### config.mk
export PLATFORM = sky130hd
export DESIGN_NAME = stmg_fifo
export DESIGN_NICKNAME = d
export VERILOG_FILES = /design/src/hw/rtl/stmg_fifo.sv
export SDC_FILE = /design/constraint.sdc
export NUM_CORES = 1
export LEC_CHECK = 0
export BUFFER_PORTS_ARGS = -buffer_cell sky130_fd_sc_hd__buf_2
export CORE_MARGIN = 2
export CORE_UTILIZATION = 59
export DETAILED_ROUTE_END_ITERATION = 8
export GPL_ROUTABILITY_DRIVEN = 0
export HOLD_SLACK_MARGIN = 0.12
export PLACE_DENSITY = 0.85
export SYNTH_ARGS = -nofsm -noshare
export SYNTH_HDL_FRONTEND = slang
export SYNTH_SLANG_ARGS = --single-unit
### constraint.sdc
create_clock -name clk -period 2.9 [get_ports clk]
set_input_delay 0.145 -clock clk [delete_from_list [all_inputs] [get_ports clk]]
set_output_delay 0.145 -clock clk [all_outputs]
set_load 0.01 [all_outputs]
### src/hw/rtl/stmg_fifo.sv
// Small register queue between the front and back pipelines.
// Generic width and depth; no package dependency.
module stmg_fifo #(
  parameter int WIDTH = 8,
  parameter int DEPTH = 4,
  localparam int AW = (DEPTH > 1) ? $clog2(DEPTH) : 1,
  localparam int LW = $clog2(DEPTH + 1)
) (
  input  logic             clk,
  input  logic             rst_n,
  input  logic             push,
  input  logic [WIDTH-1:0] push_data,
  input  logic             pop,
  output logic             head_valid,
  output logic [WIDTH-1:0] head_data,
  output logic [LW-1:0]    level
);

  logic [WIDTH-1:0] mem_r [DEPTH];
  logic [AW-1:0]    wp_r, wp_nxt, rp_r, rp_nxt;
  logic [LW-1:0]    level_r, level_nxt;

  always_comb begin
    wp_nxt    = wp_r;
    rp_nxt    = rp_r;
    level_nxt = level_r;
    if (push) begin
      wp_nxt = (wp_r == AW'(DEPTH - 1)) ? '0 : wp_r + AW'(1);
    end
    if (pop) begin
      rp_nxt = (rp_r == AW'(DEPTH - 1)) ? '0 : rp_r + AW'(1);
    end
    if (push && !pop) begin
      level_nxt = level_r + LW'(1);
    end else if (pop && !push) begin
      level_nxt = level_r - LW'(1);
    end
  end

  always_ff @(posedge clk) begin
    if (!rst_n) begin
      wp_r    <= '0;
      rp_r    <= '0;
      level_r <= '0;
    end else begin
      wp_r    <= wp_nxt;
      rp_r    <= rp_nxt;
      level_r <= level_nxt;
    end
  end

  always_ff @(posedge clk) begin
    if (push) begin
      mem_r[wp_r] <= push_data;
    end
  end

  assign head_valid = (level_r != '0);
  assign head_data  = mem_r[rp_r];
  assign level      = level_r;

endmodule

==> summary.txt <==
Floorplan
  • Starting Density: a little under two thirds
  • Die Height: roughly 56 µm
  • IO Count: 24
  • Die ar.: 0.00316 mm²
  • Total core area: 0.00252 mm²
  • Die width: between 50 and 60 µm
  • Rows: 18

Detailed routing
  • DR vias: 837
  • DRT Pass-1 Iters: 4
  • DRC viols: 0
  • Post-route ant nets: 0
  • Routed WL per cell: around 18 µm
  • DRT iter0 DRCs: 29
  • Routed wire length: 2690 µm
  • Avg Vias per Cell: ~5.5

Synthesis
  • Async SR Flop Fraction: 0%
  • Yosys top cell by area: edfxtp_1
  • Syn Nets: 104
  • Most frequent cell after synthesis: edfxtp_1
  • Syn Area/Cell: 18.9 µm²
  • Most common library cells after synthesis: 32 x edfxtp_1, 9 x dfxtp_1, 8 x mux4_2
  • Yosys warnings: 0
  • Main synth FF type: edfxtp_1
  • Yosys reg bits: 41
  • Cell Area, Synth: 0.00161 mm²
  • EDFF count, synth: 32
  • Seq/Total Area, Yosys: between 70% and 80%
  • Area contributors post-synth: edfxtp_1 60%, dfxtp_1 11%, mux4_2 11%
  • Post-Synthesis Cells: 85
  • Top cell type's share of synthesized area: between 50% and 60%
  • Netlist cell types: 19

GRT
  • Vias in the first global route: 946
  • M2 GR Usage: 32.8%
  • Total gr overflow: 0
  • GRT Util Overall: 19.3%
  • GR met3 Demand/Resource: around 5.1%
  • Initial antenna violation count: 0
  • Global-route wire length before repair: 4300 µm
  • Pin count of the biggest net entering global routing: 13
  • Met1 Resource Use GR: 23.2%
  • Grt peak-use layer: met2

Power
  • Leakage power: 0.725 nW
  • Power per cell area: roughly 630 mW/mm²
  • Final Power: 0.00122 W
  • Max VDD drop: 0.586 mV

Layout
  • Layout area overhead: 19.4%
  • Nets@finish: 141
  • Diode count: 0
  • Fillers: 152
  • Layout cells sized above 1: 30.9%

CTS
  • Post-CTS Setup Repair Bufs: 0
  • Clock tree root driver cell: clkbuf_4
  • Total CTS buffers: 5
  • CTS clk-pin slew, worst paths: 110 ps
  • Sink Count: 41
  • Clock insertion delay at the later pin of the skew report: 330 ps
  • Clock Path Buffers: 2
  • CTS H-tree lvls: 2
  • TritonCTS clock tree: done
  • Post-cts sizing count: 0

Timing
  • Headroom to the max-slew limit: about two thirds
  • Final worst path period need: 1890 ps
  • Max Fclk: 530 MHz
  • RSZ-0062 raised after global routing: no
  • Total negative slack: 0 ps
  • # setup viols final: 0
  • Clock skew: 6.92 ps
  • Slew @ Worst Pin: ~530 ps
  • Worst setup margin: approximately 1000 ps
  • Final hold vios: 0
  • Period utilization: between 60% and 70%
  • Slew Limit Fails: 0

Setup path
  • Critical path endpoint category: output pin
  • CP Class: flop to output pin
  • Worst-path cell chain: mux4_2, buf_2
  • WP data required: approximately 2800 ps
  • CP max-delay cell: dfxtp_1
  • Setup crit start kind: flop
  • CP Max Fanout: 8
  • Crit path DAT: around 1700 ps
  • Crit path largest cell delay: 670 ps

Placement
  • Port Buffers: 23
  • Dpl hpwl: 1850 µm
  • Place WS: 1260 ps

Run
  • Max-Cap Viols: 0

Outcome
  • Status: complete, no violations

Worst hold path
  • Hold Path Class: input pin to flop
## sequential cells by signal, indices dropped and copies added (netlist names), named ones only
name / flops
wp_r: 2
level: 3
mem_r: 32
rp_r: 2
## final timing paths
check / from / endpoint / slack (ps) / cells after the start
setup / recovery: flop / head_data[5] / 1010 / 2
setup reg to reg: level[0] / level[2] / 1410 / 4
hold / removal: push / wp_r[0] / 170 / 3
hold reg to reg: level[2] / level[2] / 540 / 2
## worst max-delay path, delay by kind of cell (launching register included)
family | cells | cell delay, ps
flops | 1 | 670
mux | 1 | 580
buf+inv | 1 | 160
## power by group
group | switching (W) | leakage (nW) | total [W] | internal, W
Sequential | 0.0000259 | 0.368 | 0.000694 | 0.000668
Clock | 0.000168 | 0.0455 | 0.000374 | 0.000206
Combinational | 0.0000721 | 0.312 | 0.000152 | 0.0000796
## what timing repair did
item | in CTS | in global routing
setup endpoints to repair | 0 | 0
endpoints found under the hold margin | 40 | 0
hold buffers | 9 | 0
## kinds of logic after synthesis
family          count (synthesis)  synth area share, %
flops                          41                 70.9
simple gates                   14                 5.21
mux                            12                 13.7
fa+ha+maj                       7                 5.91
buf+inv                         6                 1.94
compound gates                  3                 1.24
xor+xnor                        2                 1.09
## cell type report
class	count	area [µm²]	share of cell area, %
flip-flops and latches	41	1140	59.4
multi-input cells	38	437	22.7
repair buffers	32	205	10.7
clock buffers	7	55.1	2.87
well taps	30	37.5	1.95
clock inverters	1	30.0	1.56
inverters	4	15.0	0.782
## placed cells by master (no fill, tap or decap), types with 2 or more instances in the layout
cell type	count
and2_1	5
buf_2	23
clkbuf_4	5
dfxtp_1	9
dlygate4sd3_1	9
edfxtp_1	32
ha_1	6
inv_1	4
mux2i_1	4
mux4_2	8
nor2b_1	5
or3_1	2
## stage by stage
step | hold slack (ps) | cell area [µm²] | instances | util, %
after global placement | 356 | 1750 | 136 | 69.2
after detailed placement | 362 | 1750 | 136 | 69.2
after CTS | 155 | 1920 | 153 | 76.1
after floorplan | 244 | 1610 | 85 | -
after global routing | 167 | 1920 | 153 | 76.1
final | 174 | 1920 | 153 | 76.1
## per-layer routing
metal | share of wire (%) | routed length, µm
met5 | 0 | 0
met4 | 1.2 | 31
met3 | 3.6 | 97
met2 | 55 | 1470
met1 | 40 | 1090
(Power assumes the default switching activity.)
